[src/slbsc_pkg.sv]
// Shared types and constants of the single-line byte-state cache.
package slbsc_pkg;

    // Fixed field widths of the channels.
    localparam int ADDR_W = 8;
    localparam int BYTE_W = 8;
    localparam int ACTION_W = 2;
    localparam int KIND_W = 3;
    localparam int WIRE_BYTES = 8;
    localparam int LINE_W = WIRE_BYTES * BYTE_W;

    // Special address that invalidates on a load and flushes on a store.
    localparam logic [ADDR_W-1:0] ADDR_SPECIAL = 8'hFF;

    // Transaction actions.
    localparam logic [ACTION_W-1:0] ACT_LOAD = 2'd0;
    localparam logic [ACTION_W-1:0] ACT_STORE = 2'd1;
    localparam logic [ACTION_W-1:0] ACT_COMPLETE = 2'd2;

    // Result kinds.
    localparam logic [KIND_W-1:0] KIND_CPU_DONE = 3'd0;
    localparam logic [KIND_W-1:0] KIND_FETCH_BYTE = 3'd1;
    localparam logic [KIND_W-1:0] KIND_FETCH_LINE = 3'd2;
    localparam logic [KIND_W-1:0] KIND_STORE_BYTE = 3'd3;
    localparam logic [KIND_W-1:0] KIND_LINE_STORE = 3'd4;

    // Per-byte state of the line.
    typedef enum logic [1:0] {
        MARK_INVALID = 2'd0,
        MARK_VALID = 2'd1,
        MARK_WRITTEN = 2'd2
    } mark_t;

    // Outstanding memory request.
    typedef enum logic [1:0] {
        PEND_IDLE = 2'd0,
        PEND_FETCH = 2'd1,
        PEND_EVICT = 2'd2,
        PEND_FLUSH = 2'd3
    } pend_t;

    // Occupancy of the result register.
    typedef enum logic {
        OUT_EMPTY = 1'b0,
        OUT_FULL = 1'b1
    } out_state_t;

    // Line update requested from the datapath.
    typedef enum logic [2:0] {
        DP_NONE,
        DP_FILL,
        DP_EVICT_DONE,
        DP_FLUSH_DONE,
        DP_INVALIDATE,
        DP_STORE_HIT,
        DP_STORE_RETAG
    } dp_op_t;

    // Source of the result payload.
    typedef enum logic [2:0] {
        RES_DONE_ZERO,
        RES_DONE_HIT,
        RES_DONE_FILL,
        RES_FETCH_BYTE,
        RES_STORE_BYTE,
        RES_FETCH_LINE,
        RES_LINE_STORE
    } res_sel_t;

    // Commands from the controller to the datapath.
    typedef struct packed {
        dp_op_t   op;
        res_sel_t res_sel;
        logic     load_result;
        logic     latch_pending;
    } ctl_cmd_t;

    // Status from the datapath to the controller.
    typedef struct packed {
        logic addr_special;
        logic tag_hit;
        logic byte_live;
        logic line_live;
        logic line_dirty;
    } dp_status_t;

endpackage

[src/slbsc_in_if.sv]
// Channel that carries CPU accesses and memory completions into the cache.
interface slbsc_in_if;
    import slbsc_pkg::*;

    logic                valid;
    logic                ready;
    logic [ACTION_W-1:0] action;
    logic [ADDR_W-1:0]   address;
    logic [BYTE_W-1:0]   store_data;
    logic [LINE_W-1:0]   fetched_line;

    modport source (output valid, action, address, store_data, fetched_line, input ready);
    modport sink (input valid, action, address, store_data, fetched_line, output ready);
endinterface

[src/slbsc_out_if.sv]
// Channel that carries CPU answers and memory requests out of the cache.
interface slbsc_out_if;
    import slbsc_pkg::*;

    logic              valid;
    logic              ready;
    logic [KIND_W-1:0] result_kind;
    logic [ADDR_W-1:0] mem_address;
    logic [BYTE_W-1:0] byte_value;
    logic [LINE_W-1:0] line_value;
    logic [BYTE_W-1:0] write_mask;

    modport source (output valid, result_kind, mem_address, byte_value, line_value,
                    write_mask, input ready);
    modport sink (input valid, result_kind, mem_address, byte_value, line_value,
                  write_mask, output ready);
endinterface

[src/slbsc_ctrl.sv]
// Controller: enable register, pending request, result register occupancy and decisions.
module slbsc_ctrl
(
    input  logic                          clk,
    input  logic                          rst_n,
    input  logic                          cfg_wr_en,
    input  logic                          cfg_wr_data,
    input  logic                          item_valid,
    input  logic [slbsc_pkg::ACTION_W-1:0] item_action,
    output logic                          item_ready,
    output logic                          result_valid,
    input  logic                          result_ready,
    input  slbsc_pkg::dp_status_t         status,
    output slbsc_pkg::ctl_cmd_t           cmd
);
    import slbsc_pkg::*;

    logic       enable_reg;
    pend_t      pend_reg;
    pend_t      pend_next;
    out_state_t state_reg;
    out_state_t state_next;
    logic       accept;
    logic       has_result;

    // Configuration register.
    always_ff @(posedge clk or negedge rst_n)
    begin
        if (!rst_n)
        begin
            enable_reg <= 1'b0;
        end
        else if (cfg_wr_en)
        begin
            enable_reg <= cfg_wr_data;
        end
    end

    // State registers.
    always_ff @(posedge clk or negedge rst_n)
    begin
        if (!rst_n)
        begin
            pend_reg <= PEND_IDLE;
            state_reg <= OUT_EMPTY;
        end
        else
        begin
            pend_reg <= pend_next;
            state_reg <= state_next;
        end
    end

    // A new transaction is taken whenever the result register is free or drains now.
    assign item_ready = (state_reg == OUT_EMPTY) || result_ready;
    assign accept = item_valid && item_ready;
    assign result_valid = (state_reg == OUT_FULL);

    // Decision for the accepted transaction.
    always_comb
    begin
        pend_next = pend_reg;
        has_result = 1'b0;
        cmd.op = DP_NONE;
        cmd.res_sel = RES_DONE_ZERO;
        cmd.latch_pending = 1'b0;

        if (accept)
        begin
            if (!enable_reg)
            begin
                // Disabled: CPU accesses go straight to memory.
                if (item_action == ACT_LOAD)
                begin
                    has_result = 1'b1;
                    cmd.res_sel = RES_FETCH_BYTE;
                end
                else if (item_action == ACT_STORE)
                begin
                    has_result = 1'b1;
                    cmd.res_sel = RES_STORE_BYTE;
                end
            end
            else if (item_action == ACT_COMPLETE)
            begin
                if (pend_reg != PEND_IDLE)
                begin
                    pend_next = PEND_IDLE;
                    has_result = 1'b1;
                    unique case (pend_reg)
                        PEND_FETCH:
                        begin
                            cmd.op = DP_FILL;
                            cmd.res_sel = RES_DONE_FILL;
                        end
                        PEND_EVICT:
                        begin
                            cmd.op = DP_EVICT_DONE;
                        end
                        default:
                        begin
                            cmd.op = DP_FLUSH_DONE;
                        end
                    endcase
                end
            end
            else if (pend_reg == PEND_IDLE)
            begin
                if (item_action == ACT_LOAD)
                begin
                    has_result = 1'b1;
                    priority if (status.addr_special)
                    begin
                        cmd.op = DP_INVALIDATE;
                    end
                    else if (status.tag_hit && status.byte_live)
                    begin
                        cmd.res_sel = RES_DONE_HIT;
                    end
                    else
                    begin
                        pend_next = PEND_FETCH;
                        cmd.latch_pending = 1'b1;
                        cmd.res_sel = RES_FETCH_LINE;
                    end
                end
                else if (item_action == ACT_STORE)
                begin
                    has_result = 1'b1;
                    priority if (status.addr_special)
                    begin
                        if (status.line_live)
                        begin
                            pend_next = PEND_FLUSH;
                            cmd.latch_pending = 1'b1;
                            cmd.res_sel = RES_LINE_STORE;
                        end
                    end
                    else if (status.tag_hit)
                    begin
                        cmd.op = DP_STORE_HIT;
                    end
                    else if (!status.line_dirty)
                    begin
                        cmd.op = DP_STORE_RETAG;
                    end
                    else
                    begin
                        pend_next = PEND_EVICT;
                        cmd.latch_pending = 1'b1;
                        cmd.res_sel = RES_LINE_STORE;
                    end
                end
            end
        end

        cmd.load_result = has_result;

        // Result register occupancy.
        priority if (has_result)
        begin
            state_next = OUT_FULL;
        end
        else if (result_ready)
        begin
            state_next = OUT_EMPTY;
        end
        else
        begin
            state_next = state_reg;
        end
    end

endmodule

[src/slbsc_dpath.sv]
// Datapath: line storage, byte marks, pending request fields and result register.
module slbsc_dpath #(
    parameter int LINE_BYTES = 8
)
(
    input  logic                             clk,
    input  logic                             rst_n,
    input  logic [slbsc_pkg::ADDR_W-1:0]     item_address,
    input  logic [slbsc_pkg::BYTE_W-1:0]     item_store_data,
    input  logic [slbsc_pkg::LINE_W-1:0]     item_fetched_line,
    input  slbsc_pkg::ctl_cmd_t              cmd,
    output slbsc_pkg::dp_status_t            status,
    output logic [slbsc_pkg::KIND_W-1:0]     result_kind,
    output logic [slbsc_pkg::ADDR_W-1:0]     mem_address,
    output logic [slbsc_pkg::BYTE_W-1:0]     byte_value,
    output logic [slbsc_pkg::LINE_W-1:0]     line_value,
    output logic [slbsc_pkg::BYTE_W-1:0]     write_mask
);
    import slbsc_pkg::*;

    localparam int OFF_W = $clog2(LINE_BYTES);
    localparam int TAG_W = $clog2((1 << ADDR_W) / LINE_BYTES);
    localparam int PACK_N = (LINE_BYTES < WIRE_BYTES) ? LINE_BYTES : WIRE_BYTES;

    logic [TAG_W-1:0]  tag_reg;
    logic [TAG_W-1:0]  tag_next;
    logic [BYTE_W-1:0] bytes_reg [LINE_BYTES];
    logic [BYTE_W-1:0] bytes_next [LINE_BYTES];
    logic [BYTE_W-1:0] fill_bytes [LINE_BYTES];
    mark_t             marks_reg [LINE_BYTES];
    mark_t             marks_next [LINE_BYTES];
    logic [ADDR_W-1:0] pend_addr_reg;
    logic [BYTE_W-1:0] pend_byte_reg;

    logic [KIND_W-1:0] kind_reg;
    logic [ADDR_W-1:0] addr_reg;
    logic [BYTE_W-1:0] byte_reg;
    logic [LINE_W-1:0] line_reg;
    logic [BYTE_W-1:0] mask_reg;
    logic [KIND_W-1:0] kind_next;
    logic [ADDR_W-1:0] addr_next;
    logic [BYTE_W-1:0] byte_next;
    logic [LINE_W-1:0] line_next;
    logic [BYTE_W-1:0] mask_next;

    logic [TAG_W-1:0]  item_tag;
    logic [OFF_W-1:0]  item_off;
    logic [TAG_W-1:0]  pend_tag;
    logic [OFF_W-1:0]  pend_off;
    logic [LINE_W-1:0] packed_line;
    logic [BYTE_W-1:0] dirty_mask;
    logic              any_valid;
    logic              any_written;

    // Address split of the incoming and the pending address.
    assign item_tag = TAG_W'(item_address / LINE_BYTES);
    assign item_off = OFF_W'(item_address % LINE_BYTES);
    assign pend_tag = TAG_W'(pend_addr_reg / LINE_BYTES);
    assign pend_off = OFF_W'(pend_addr_reg % LINE_BYTES);

    // Line summaries: packed bytes, written mask and mark presence.
    always_comb
    begin
        packed_line = '0;
        dirty_mask = '0;
        any_valid = 1'b0;
        any_written = 1'b0;
        for (int i = 0; i < PACK_N; i++)
        begin
            packed_line[i*BYTE_W +: BYTE_W] = bytes_reg[i];
            dirty_mask[i] = (marks_reg[i] == MARK_WRITTEN);
        end
        for (int i = 0; i < LINE_BYTES; i++)
        begin
            any_valid = any_valid || (marks_reg[i] == MARK_VALID);
            any_written = any_written || (marks_reg[i] == MARK_WRITTEN);
        end
    end

    // Line image loaded by a fetch completion; bytes past the wire width load as zero.
    always_comb
    begin
        for (int i = 0; i < LINE_BYTES; i++)
        begin
            fill_bytes[i] = '0;
        end
        for (int i = 0; i < PACK_N; i++)
        begin
            fill_bytes[i] = item_fetched_line[i*BYTE_W +: BYTE_W];
        end
    end

    // Status toward the controller.
    always_comb
    begin
        status.addr_special = (item_address == ADDR_SPECIAL);
        status.tag_hit = (item_tag == tag_reg);
        status.byte_live = (marks_reg[item_off] != MARK_INVALID);
        status.line_live = any_valid || any_written;
        status.line_dirty = any_written;
    end

    // Line update.
    always_comb
    begin
        tag_next = tag_reg;
        for (int i = 0; i < LINE_BYTES; i++)
        begin
            bytes_next[i] = bytes_reg[i];
            marks_next[i] = marks_reg[i];
        end
        unique case (cmd.op)
            DP_NONE:
            begin
            end
            DP_FILL:
            begin
                tag_next = pend_tag;
                for (int i = 0; i < LINE_BYTES; i++)
                begin
                    bytes_next[i] = fill_bytes[i];
                    marks_next[i] = MARK_VALID;
                end
            end
            DP_EVICT_DONE:
            begin
                tag_next = pend_tag;
                for (int i = 0; i < LINE_BYTES; i++)
                begin
                    marks_next[i] = MARK_INVALID;
                end
                bytes_next[pend_off] = pend_byte_reg;
                marks_next[pend_off] = MARK_WRITTEN;
            end
            DP_FLUSH_DONE:
            begin
                for (int i = 0; i < LINE_BYTES; i++)
                begin
                    if (marks_reg[i] == MARK_WRITTEN)
                    begin
                        marks_next[i] = MARK_VALID;
                    end
                end
            end
            DP_INVALIDATE:
            begin
                for (int i = 0; i < LINE_BYTES; i++)
                begin
                    marks_next[i] = MARK_INVALID;
                end
            end
            DP_STORE_HIT:
            begin
                bytes_next[item_off] = item_store_data;
                marks_next[item_off] = MARK_WRITTEN;
            end
            DP_STORE_RETAG:
            begin
                tag_next = item_tag;
                for (int i = 0; i < LINE_BYTES; i++)
                begin
                    marks_next[i] = MARK_INVALID;
                end
                bytes_next[item_off] = item_store_data;
                marks_next[item_off] = MARK_WRITTEN;
            end
            default:
            begin
            end
        endcase
    end

    // Result payload selection.
    always_comb
    begin
        kind_next = KIND_CPU_DONE;
        addr_next = '0;
        byte_next = '0;
        line_next = '0;
        mask_next = '0;
        unique case (cmd.res_sel)
            RES_DONE_ZERO:
            begin
            end
            RES_DONE_HIT:
            begin
                byte_next = bytes_reg[item_off];
            end
            RES_DONE_FILL:
            begin
                byte_next = fill_bytes[pend_off];
            end
            RES_FETCH_BYTE:
            begin
                kind_next = KIND_FETCH_BYTE;
                addr_next = item_address;
            end
            RES_STORE_BYTE:
            begin
                kind_next = KIND_STORE_BYTE;
                addr_next = item_address;
                byte_next = item_store_data;
            end
            RES_FETCH_LINE:
            begin
                kind_next = KIND_FETCH_LINE;
                addr_next = item_address - ADDR_W'(item_off);
            end
            RES_LINE_STORE:
            begin
                kind_next = KIND_LINE_STORE;
                addr_next = ADDR_W'(tag_reg * LINE_BYTES);
                line_next = packed_line;
                mask_next = dirty_mask;
            end
            default:
            begin
            end
        endcase
    end

    // Line state registers.
    always_ff @(posedge clk or negedge rst_n)
    begin
        if (!rst_n)
        begin
            tag_reg <= '0;
            for (int i = 0; i < LINE_BYTES; i++)
            begin
                bytes_reg[i] <= '0;
                marks_reg[i] <= MARK_INVALID;
            end
        end
        else
        begin
            tag_reg <= tag_next;
            for (int i = 0; i < LINE_BYTES; i++)
            begin
                bytes_reg[i] <= bytes_next[i];
                marks_reg[i] <= marks_next[i];
            end
        end
    end

    // Pending request fields and result register.
    always_ff @(posedge clk)
    begin
        if (cmd.latch_pending)
        begin
            pend_addr_reg <= item_address;
            pend_byte_reg <= item_store_data;
        end
        if (cmd.load_result)
        begin
            kind_reg <= kind_next;
            addr_reg <= addr_next;
            byte_reg <= byte_next;
            line_reg <= line_next;
            mask_reg <= mask_next;
        end
    end

    assign result_kind = kind_reg;
    assign mem_address = addr_reg;
    assign byte_value = byte_reg;
    assign line_value = line_reg;
    assign write_mask = mask_reg;

endmodule

[src/single_line_byte_state_cache_top.sv]
// Top level of the single-line byte-state write-back cache.
// One transaction is accepted per clock cycle: the decision for a CPU load, a CPU store or a
// memory completion is made in the cycle it is accepted, and its result (CPU answer or memory
// request) appears in the result register on the next cycle. The result register sets the
// rate: item.ready drops only while that register holds a result that result.ready has not
// taken, so with a free output side the sustained rate is one transaction per cycle; a
// transaction without a result leaves the output alone. The user must write the enable
// register through cfg_wr_en and cfg_wr_data only while the cache is idle (not enforced).
module single_line_byte_state_cache_top #(
    parameter int LINE_BYTES = 8
)
(
    input  logic        clk,
    input  logic        rst_n,
    input  logic        cfg_wr_en,
    input  logic        cfg_wr_data,
    slbsc_in_if.sink    item,
    slbsc_out_if.source result
);
    import slbsc_pkg::*;

    ctl_cmd_t   cmd;
    dp_status_t status;

    // Controller.
    slbsc_ctrl u_ctrl (
        .clk          (clk),
        .rst_n        (rst_n),
        .cfg_wr_en    (cfg_wr_en),
        .cfg_wr_data  (cfg_wr_data),
        .item_valid   (item.valid),
        .item_action  (item.action),
        .item_ready   (item.ready),
        .result_valid (result.valid),
        .result_ready (result.ready),
        .status       (status),
        .cmd          (cmd)
    );

    // Datapath.
    slbsc_dpath #(
        .LINE_BYTES (LINE_BYTES)
    ) u_dpath (
        .clk               (clk),
        .rst_n             (rst_n),
        .item_address      (item.address),
        .item_store_data   (item.store_data),
        .item_fetched_line (item.fetched_line),
        .cmd               (cmd),
        .status            (status),
        .result_kind       (result.result_kind),
        .mem_address       (result.mem_address),
        .byte_value        (result.byte_value),
        .line_value        (result.line_value),
        .write_mask        (result.write_mask)
    );

endmodule
[src/flat_wrapper.sv]
// flat-port wrapper written by rule: the top's interface ports become plain ports
module single_line_byte_state_cache_top_flat import slbsc_pkg::*;
#(
    parameter int LINE_BYTES = 8
)
  (clk, rst_n, cfg_wr_en, cfg_wr_data, item_valid, item_action, item_address, item_store_data, item_fetched_line, item_ready, result_valid, result_result_kind, result_mem_address, result_byte_value, result_line_value, result_write_mask, result_ready);
  slbsc_in_if item_i ();
  slbsc_out_if result_i ();
  input  logic clk;
  input  logic rst_n;
  input  logic cfg_wr_en;
  input  logic cfg_wr_data;
  input wire logic [$bits(item_i.valid)-1:0] item_valid;
  input wire logic [$bits(item_i.action)-1:0] item_action;
  input wire logic [$bits(item_i.address)-1:0] item_address;
  input wire logic [$bits(item_i.store_data)-1:0] item_store_data;
  input wire logic [$bits(item_i.fetched_line)-1:0] item_fetched_line;
  output wire logic [$bits(item_i.ready)-1:0] item_ready;
  output wire logic [$bits(result_i.valid)-1:0] result_valid;
  output wire logic [$bits(result_i.result_kind)-1:0] result_result_kind;
  output wire logic [$bits(result_i.mem_address)-1:0] result_mem_address;
  output wire logic [$bits(result_i.byte_value)-1:0] result_byte_value;
  output wire logic [$bits(result_i.line_value)-1:0] result_line_value;
  output wire logic [$bits(result_i.write_mask)-1:0] result_write_mask;
  input wire logic [$bits(result_i.ready)-1:0] result_ready;
  assign item_i.valid = item_valid;
  assign item_i.action = item_action;
  assign item_i.address = item_address;
  assign item_i.store_data = item_store_data;
  assign item_i.fetched_line = item_fetched_line;
  assign item_ready = item_i.ready;
  assign result_valid = result_i.valid;
  assign result_result_kind = result_i.result_kind;
  assign result_mem_address = result_i.mem_address;
  assign result_byte_value = result_i.byte_value;
  assign result_line_value = result_i.line_value;
  assign result_write_mask = result_i.write_mask;
  assign result_i.ready = result_ready;
  single_line_byte_state_cache_top #(.LINE_BYTES(LINE_BYTES)) u_core (.clk(clk), .rst_n(rst_n), .cfg_wr_en(cfg_wr_en), .cfg_wr_data(cfg_wr_data), .item(item_i), .result(result_i));
endmodule
[config.mk]
export PLATFORM = sky130hd
export DESIGN_NAME = single_line_byte_state_cache_top_flat
export DESIGN_NICKNAME = d
export VERILOG_FILES = /design/src/slbsc_pkg.sv /design/src/slbsc_in_if.sv /design/src/slbsc_out_if.sv /design/src/slbsc_ctrl.sv /design/src/slbsc_dpath.sv /design/src/single_line_byte_state_cache_top.sv /design/src/flat_wrapper.sv
export SDC_FILE = /design/constraint.sdc
export NUM_CORES = 1
export LEC_CHECK = 0
export BUFFER_PORTS_ARGS = -buffer_cell sky130_fd_sc_hd__buf_2
export CAP_MARGIN = 0
export CORE_ASPECT_RATIO = 0.9
export CORE_UTILIZATION = 35
export CTS_CLUSTER_SIZE = 20
export DETAILED_ROUTE_END_ITERATION = 10
export PLACE_DENSITY_LB_ADDON = 0.05
export SKIP_CTS_REPAIR_TIMING = 1
export SLEW_MARGIN = 20
export SYNTH_ARGS = -nofsm -noshare
export SYNTH_HDL_FRONTEND = slang
export SYNTH_SLANG_ARGS = --single-unit
[constraint.sdc]
create_clock -name clk -period 7.5 [get_ports clk]
set_input_delay 0.375 -clock clk [delete_from_list [all_inputs] [get_ports clk]]
set_output_delay 0.375 -clock clk [all_outputs]
set_load 0.02 [all_outputs]
==> results of run 1 <==
==> metrics by stage <==
stage | util (%) | instances
floorplan | - | 1106
global placement | 38.8 | 1608
detailed placement | 38.8 | 1608
CTS | 40.5 | 1640
global route | 40.6 | 1641
finish | 40.6 | 1641
==> routing by layer <==
| metal | up-vias | wire length [um] | track usage (%) | share of wire, % |
|---|---|---|---|---|
| met3 | 46 | 3410 | 5.49 | 7.8 |
| met4 | 4 | 805 | 6.50 | 1.8 |
| li1 | 4496 | - | - | - |
| met5 | - | 19 | 0 | 0.043 |
| met1 | 4975 | 22300 | 41.2 | 51 |
| met2 | 440 | 17300 | 33.2 | 39 |
==> area by class of cell <==
type                       count  share of cell area [%]
multi-input combinational    773                    42.8
sequential                   196                    40.7
timing repair buffer         198                    7.79
tap                          422                    3.95
clock buffer                  18                    3.29
clock inverter                14                   0.918
inverter                      20                   0.562
==> layout by cell type, fill, tap and decap left out, drive strengths merged, types with 5 or more instances in the layout <==
cell / instances
a211oi: 11
a21oi: 13
a221o: 65
a22oi: 20
a32o: 5
a32oi: 5
and2: 10
and3: 69
buf: 197
clkbuf: 18
clkinv: 7
dfrtp: 89
edfxtp: 107
inv: 25
mux2i: 137
nand2: 48
nand2b: 11
nand3: 5
nor2: 41
nor2b: 72
nor3: 8
nor3b: 6
nor4: 9
o211ai: 9
o21ai: 29
o22a: 8
o22ai: 121
or3b: 5
or4: 7
xor2: 5
==> kinds of logic after synthesis <==
group	synth area share, %
XOR/XNOR	0.373
AO/OA/AOI/OAI	20.1
adder cells (fa/ha/maj)	0.427
buffers and inverters	5.36
AND/OR/NAND/NOR	15.3
flip-flops	46.4
multiplexers	12.1
==> worst max-delay path by stage <==
stage	from	end	slack, ns
6_report	u_core.u_dpath.tag_reg[2]	u_core.u_dpath.bytes_reg[2]	3.15
5_1_grt	u_core.u_dpath.tag_reg[2]	u_core.u_dpath.bytes_reg[1]	2.92
4_1_cts	u_core.u_dpath.tag_reg[2]	u_core.u_dpath.bytes_reg[2]	3.18
3_5_place_dp	item_address[0]	u_core.u_dpath.bytes_reg[8]	2.81
3_3_place_gp	item_address[0]	u_core.u_dpath.bytes_reg[3]	2.94
2_1_floorplan	u_core.u_ctrl.result_valid	u_core.u_dpath.byte_value[0]	2.36
==> power breakdown <==
group,internal [mW],switching (mW)
Combinational,0.535,0.684
Clock,0.444,0.473
Sequential,1.44,0.364
==> reports/metrics.cfg, run 1 <==
[status]
run_status=complete, no violations

[sta]
fmax_mhz=230
totalNegativeSetupSlack_ns=0
final-max-slew-violation-count=0
transition_at_the_pin_with_the_smallest_max_transition_slack_ns=1.15
finClkSkew_ns=0.0133
headroom_to_the_max_slew_limit_pct=23.0
fin_hold_ws_ns=0.148
hold_viol_final=0
setup_repair_after_global_routing_missed_its_margin=false
finalSetupViolations=0
min_period_ns=4.35
timing.final.crit_share_pct=57.9
worst_slack_ns=3.15

[clocking]
clock_tree.root_cell=clkbuf_16
numClockSinks=196
worst_skew_pair.late_latency_ns=0.46
cts_tree=done
clock_slew_at_the_register_clock_pins_of_the_worst_setup_and_hold_paths_ns=0.08
max-clock-path-buffers=2
h-tree-depth=4
cts_made_buffers=17

[synth]
post-synth-top-area-cell=edfxtp_1
synth-seq-area-share_pct=46.4
synth-async-reset-ratio_pct=45.4
synth_top_cells_by_area=edfxtp_1 (27%), dfrtp_1 (19%), mux2i_1 (12%)
yosysMostFrequentCell=mux2i_1
yosys_warnings=0
synth.net_count=1198
netlist_top_cells_count=mux2i_1 (136), o22ai_1 (121), edfxtp_1 (107), dfrtp_1 (89), nor2b_1 (72)
mean_area_per_synthesized_cell_sq_um=10.6
post-synth-top-area-fraction_pct=27.4
ys_ff_latch=196
synth_top_flop_cell=edfxtp_1
cell_area_after_technology_mapping_sq_um=11700
postSynthCellCount=1106
yosys_cell_types=69
synth_edf_count=107

[pwr]
power-per-cell-area_nw_per_um2=295
power.total_mw=3.94
static_leakage_nw=5.98
power.ir.vdd_worst_v=0.000197

[drt]
route.detailed.drc=0
postRouteWirelength_mm=43.8
drtIter0Drc=999
antenna_violating_nets_post_route=0
num_vias=9961
avgViaCountPerCell=6.07
number_of_detailed_routing_iterations_run_before_antenna_repair=6
detail_route.wl_per_cell_um=26.7

[final_layout]
final_area_sq_um=13400
synthToLayoutAreaGrowth_pct=13.9
insertedDiodeCount=0
nets=1298
drive_gt1_share_pct=21.5
multiInputGateArea_sq_um=5720
storage_cell_area_sq_um=5440
final.fill_count=3236

[setup_path]
timing.reg2reg.worst_path_depth=11
minimum_setup_slack_among_reg_to_reg_paths_ns=3.15
worst_ep_required_time_ns=7.84
crit_family=compound AO/OA/AOI/OAI gates
critical_path_launch_point_type=flop
largest_fanout_of_any_net_on_the_critical_path=36
worst_path_cell_trace=xor2_1 -> nor3_1 -> nand2_1 -> a32oi_1 -> nand2b_1 -> inv_1 -> ha_1 -> o21ai_4 -> buf_4 -> o22ai_1 -> a221o_1
highest_cell_delay_on_the_worst_timing_path_ns=0.92
reg2reg_from=u_core.u_dpath.tag_reg[2]
critical_path_arrival_ns=4.69
critical_path.endpoint_type=flop
timing.setup.critical_path_class=reg2reg
slowest_cell_on_crit_path=o21ai_4
crit-reg2reg-capture=u_core.u_dpath.bytes_reg[2]
instance_count_on_the_critical_path=11
sum_of_buffers_and_inverters_on_the_critical_path=2

[floorplanning]
floorplan.die_area_sq_um=34200
num_rows=63
initial_core_util_pct=35.6
die_w_um=195
top_level_ports=181
die_height_um=176
core_sq_um=32900

[placed_design]
place_ws_ns=2.81
place_area_sq_um=12800
finalWeightedCongestion=0.869
place_hpwl_mm=29.8
port-buffer-count=180

[global_routing]
grt_antenna_before_repair=2
grt_max_degree=103
grt_first_pass_wirelength_mm=63.9
global_route.overflow_total=0
grt_use_total_pct=25.5
grt_pass1_vias=9125

[worst_hold_path]
hold_path_class=in2reg
hold_end=u_core.u_ctrl.enable_reg
timing.hold.worst.start=cfg_wr_data
hold-path-cell-count=2

[job]
timing.max_cap.violations=0

Power figures use the tool's default switching activity.
==> run 2, diff against run 1 <==
- ABC_AREA: not set -> 1
- clock period: 7.5 -> 3.7 ns (I/O delays scaled with it)
==> reports/metrics.cfg, run 2 <==
[worst_hold_path]
hold-path-cell-count=4  ; +2
timing.hold.worst.start=result_ready
hold_path_class=in2reg
hold_end=u_core.u_ctrl.result_valid

[status]
run_status=complete, but fails checks
failed_checks=negative hold slack

[setup_path]
crit_family=simple AND/OR/NAND/NOR gates
critical_path.endpoint_type=flop
crit_path_frequent_cell=nand2_1
slowest_cell_on_crit_path=buf_12
timing.setup.critical_path_class=reg2reg
worst_ep_required_time_ns=4.06  ; -3.78 ns
timing.reg2reg.worst_path_depth=14  ; +3
highest_cell_delay_on_the_worst_timing_path_ns=0.46  ; -0.46 ns
minimum_setup_slack_among_reg_to_reg_paths_ns=0.41  ; -2.75 ns
critical_path_arrival_ns=3.66  ; -1.03 ns
crit-reg2reg-capture=u_core.u_dpath.marks_reg[2]
worst_path_cell_trace=nor2_1 -> inv_1 -> nor2_1 -> nand3_1 -> o21ai_1 -> nand2_1 -> inv_1 -> ha_4 -> buf_12 -> a21oi_4 -> nand2_2 -> nand2_1 -> nand2_1 -> nand2_1
reg2reg_from=u_core.u_ctrl.pend_reg[0]
largest_fanout_of_any_net_on_the_critical_path=130  ; +260%
sum_of_buffers_and_inverters_on_the_critical_path=3  ; +1
critical_path_launch_point_type=flop

[pwr]
power.total_mw=7.68  ; +95%
power-per-cell-area_nw_per_um2=532  ; +81%
power.ir.vdd_worst_v=0.000294  ; +50%
static_leakage_nw=6.44  ; +7.7%

[sta]
fin_hold_ws_ns=-0.00230  ; -0.150 ns
headroom_to_the_max_slew_limit_pct=39.5  ; +17 points
finClkSkew_ns=0.0163  ; +0.00303 ns
timing.final.crit_share_pct=89.0  ; +31 points
final-max-slew-violation-count=0  ; unchanged
fmax_mhz=304  ; +32%
transition_at_the_pin_with_the_smallest_max_transition_slack_ns=0.905  ; -0.247 ns
setup_repair_after_global_routing_missed_its_margin=false
totalNegativeSetupSlack_ns=0  ; unchanged
min_period_ns=3.29  ; -1.05 ns
hold_viol_final=2  ; +2
finalSetupViolations=0  ; unchanged

[floorplanning]
die_w_um=200  ; +2.4%
core_sq_um=34300  ; +4.0%
floorplan.die_area_sq_um=35900  ; +4.8%
top_level_ports=181  ; unchanged
num_rows=64  ; +1.6%
initial_core_util_pct=35.9  ; +0.30 points
die_height_um=180  ; +2.4%

[synth]
post-synth-top-area-cell=edfxtp_1
synth_edf_count=107  ; unchanged
synth_top_cells_by_area=edfxtp_1 (26%), dfrtp_1 (18%), nand2_1 (14%)
synth-seq-area-share_pct=44.2  ; -2.2 points
cell_area_after_technology_mapping_sq_um=12300  ; +4.9%
yosys_cell_types=45  ; -35%
netlist_top_cells_count=nand2_1 (460), nand3_1 (169), inv_1 (155), o21ai_0 (154), nor2_1 (149)
yosys_warnings=0  ; unchanged
ys_ff_latch=196  ; unchanged
post-synth-top-area-fraction_pct=26.1  ; -1.3 points
postSynthCellCount=1665  ; +51%
synth_top_flop_cell=edfxtp_1
yosysMostFrequentCell=nand2_1
synth.net_count=1757  ; +47%
synth-async-reset-ratio_pct=45.4  ; unchanged
mean_area_per_synthesized_cell_sq_um=7.39  ; -30%

[drt]
route.detailed.drc=0  ; unchanged
detail_route.wl_per_cell_um=24.0  ; -10%
postRouteWirelength_mm=54.5  ; +24%
drtIter0Drc=1460  ; +46%
avgViaCountPerCell=5.73  ; -5.5%
num_vias=13000  ; +31%
antenna_violating_nets_post_route=0  ; unchanged
number_of_detailed_routing_iterations_run_before_antenna_repair=6  ; unchanged

[clocking]
worst_skew_pair.late_latency_ns=0.47  ; about the same
cts_tree=done
clock_tree.root_cell=clkbuf_16
max-clock-path-buffers=2  ; unchanged
cts_made_buffers=17  ; unchanged
clock_slew_at_the_register_clock_pins_of_the_worst_setup_and_hold_paths_ns=0.07  ; about the same
numClockSinks=196  ; unchanged
h-tree-depth=4  ; unchanged

[global_routing]
grt_antenna_before_repair=0  ; -2
grt_use_total_pct=30.7  ; +5.2 points
global_route.overflow_total=0  ; unchanged
grt_pass1_vias=11900  ; +31%
grt_first_pass_wirelength_mm=79.9  ; +25%
grt_max_degree=131  ; +27%

[final_layout]
drive_gt1_share_pct=16.4  ; -5.0 points
final_common_cell=nand2_1
insertedDiodeCount=0  ; unchanged
nets=1891  ; +46%
synthToLayoutAreaGrowth_pct=17.3
final_cell_mix=nand2_1 (459), buf_2 (179), nand3_1 (168)

[job]
timing.max_cap.violations=0  ; unchanged

[placed_design]
finalWeightedCongestion=0.931  ; +7.1%
place_hpwl_mm=37.9  ; +27%
port-buffer-count=180  ; unchanged

==> run 2: cell types whose count changed in the layout (fill, tap and decap cells not counted), sizes merged, moves of 112 or more <==
cell | before | now
nand2 | 48 | 468
nand3 | 5 | 170
inv | 25 | 172
mux2i | 137 | 0
o21ai | 29 | 158
nor2 | 41 | 153
==> run 2: area by class of cell <==
class                      instances  area (sq um)
clock buffer                      23           468
clock inverter                     9           129
fill                            3647         19900
inverter                         177           664
multi-input combinational       1177          5760
sequential                       196          5440
tap                              462           578
timing repair buffer             230          1380
==> run 2: report_power, final <==
| part | switching [mW] | leakage [nW] | internal [mW] |
|---|---|---|---|
| sequential | 0.314 | 2.12 | 2.88 |
| combinational | 1.78 | 4.04 | 0.712 |
| clock | 0.894 | 0.279 | 1.10 |
==> run 2: worst min-delay path, cell delays in order <==
cell	delay [ns]
buf_2	0.07
inv_1	0.04
nand2_1	0.08
nand2b_1	0.06
==> run 2: worst max path at each step <==
stage	startpoint	to	slack [ns]	depth (start not counted)
6_report	u_core.u_ctrl.pend_reg[0]	u_core.u_dpath.marks_reg[2]	0.41	14
3_5_place_dp	u_core.u_ctrl.pend_reg[0]	u_core.u_dpath.marks_reg[2]	0.47	14
2_1_floorplan	u_core.u_ctrl.result_valid	u_core.u_dpath.byte_value[0]	0.06	3
4_1_cts	u_core.u_ctrl.pend_reg[0]	u_core.u_dpath.marks_reg[2]	0.45	14
3_3_place_gp	u_core.u_ctrl.pend_reg[0]	u_core.u_dpath.marks_reg[6]	0.51	14
5_1_grt	u_core.u_ctrl.pend_reg[0]	u_core.u_dpath.marks_reg[6]	0.08	15
==> run 2: cells by family (layout without fill, tap and decap cells) <==
family	Yosys count	in the layout	synth area share, %
adders and majority gates	4	4	0.407
DFF	196	196	44.2
AOI/OAI and AO/OA	288	288	14.8
and+or+nand+nor	884	884	31.2
xor gates and xnor gates	1	1	0.0712
buffers and inverters	292	439	9.34
==> run 2: per-stage QoR <==
stage          cells  worst slack [ns]  hold slack (ns)  instance area, sq um  util, %
2_1_floorplan   1665            0.0620           -0.111                 12300        -
3_3_place_gp    2235             0.514            0.330                 13800     40.1
3_5_place_dp    2235             0.465            0.349                 13800     40.1
4_1_cts         2267             0.453           -0.155                 14400     41.9
5_1_grt         2274            0.0757          0.00211                 14400     42.1
6_report        2274             0.408         -0.00230                 14400     42.1
==> run 2: layer usage <==
layer / global-route usage, % / wire length, um / vias up / share of wire (%)
li1: - / - / 5930 / -
met1: 44.2 / 23900 / 6298 / 44
met2: 45.4 / 23700 / 707 / 44
met3: 6.29 / 5040 / 105 / 9.2
met4: 9.98 / 1770 / 0 / 3.2
met5: 0 / 0 / - / 0
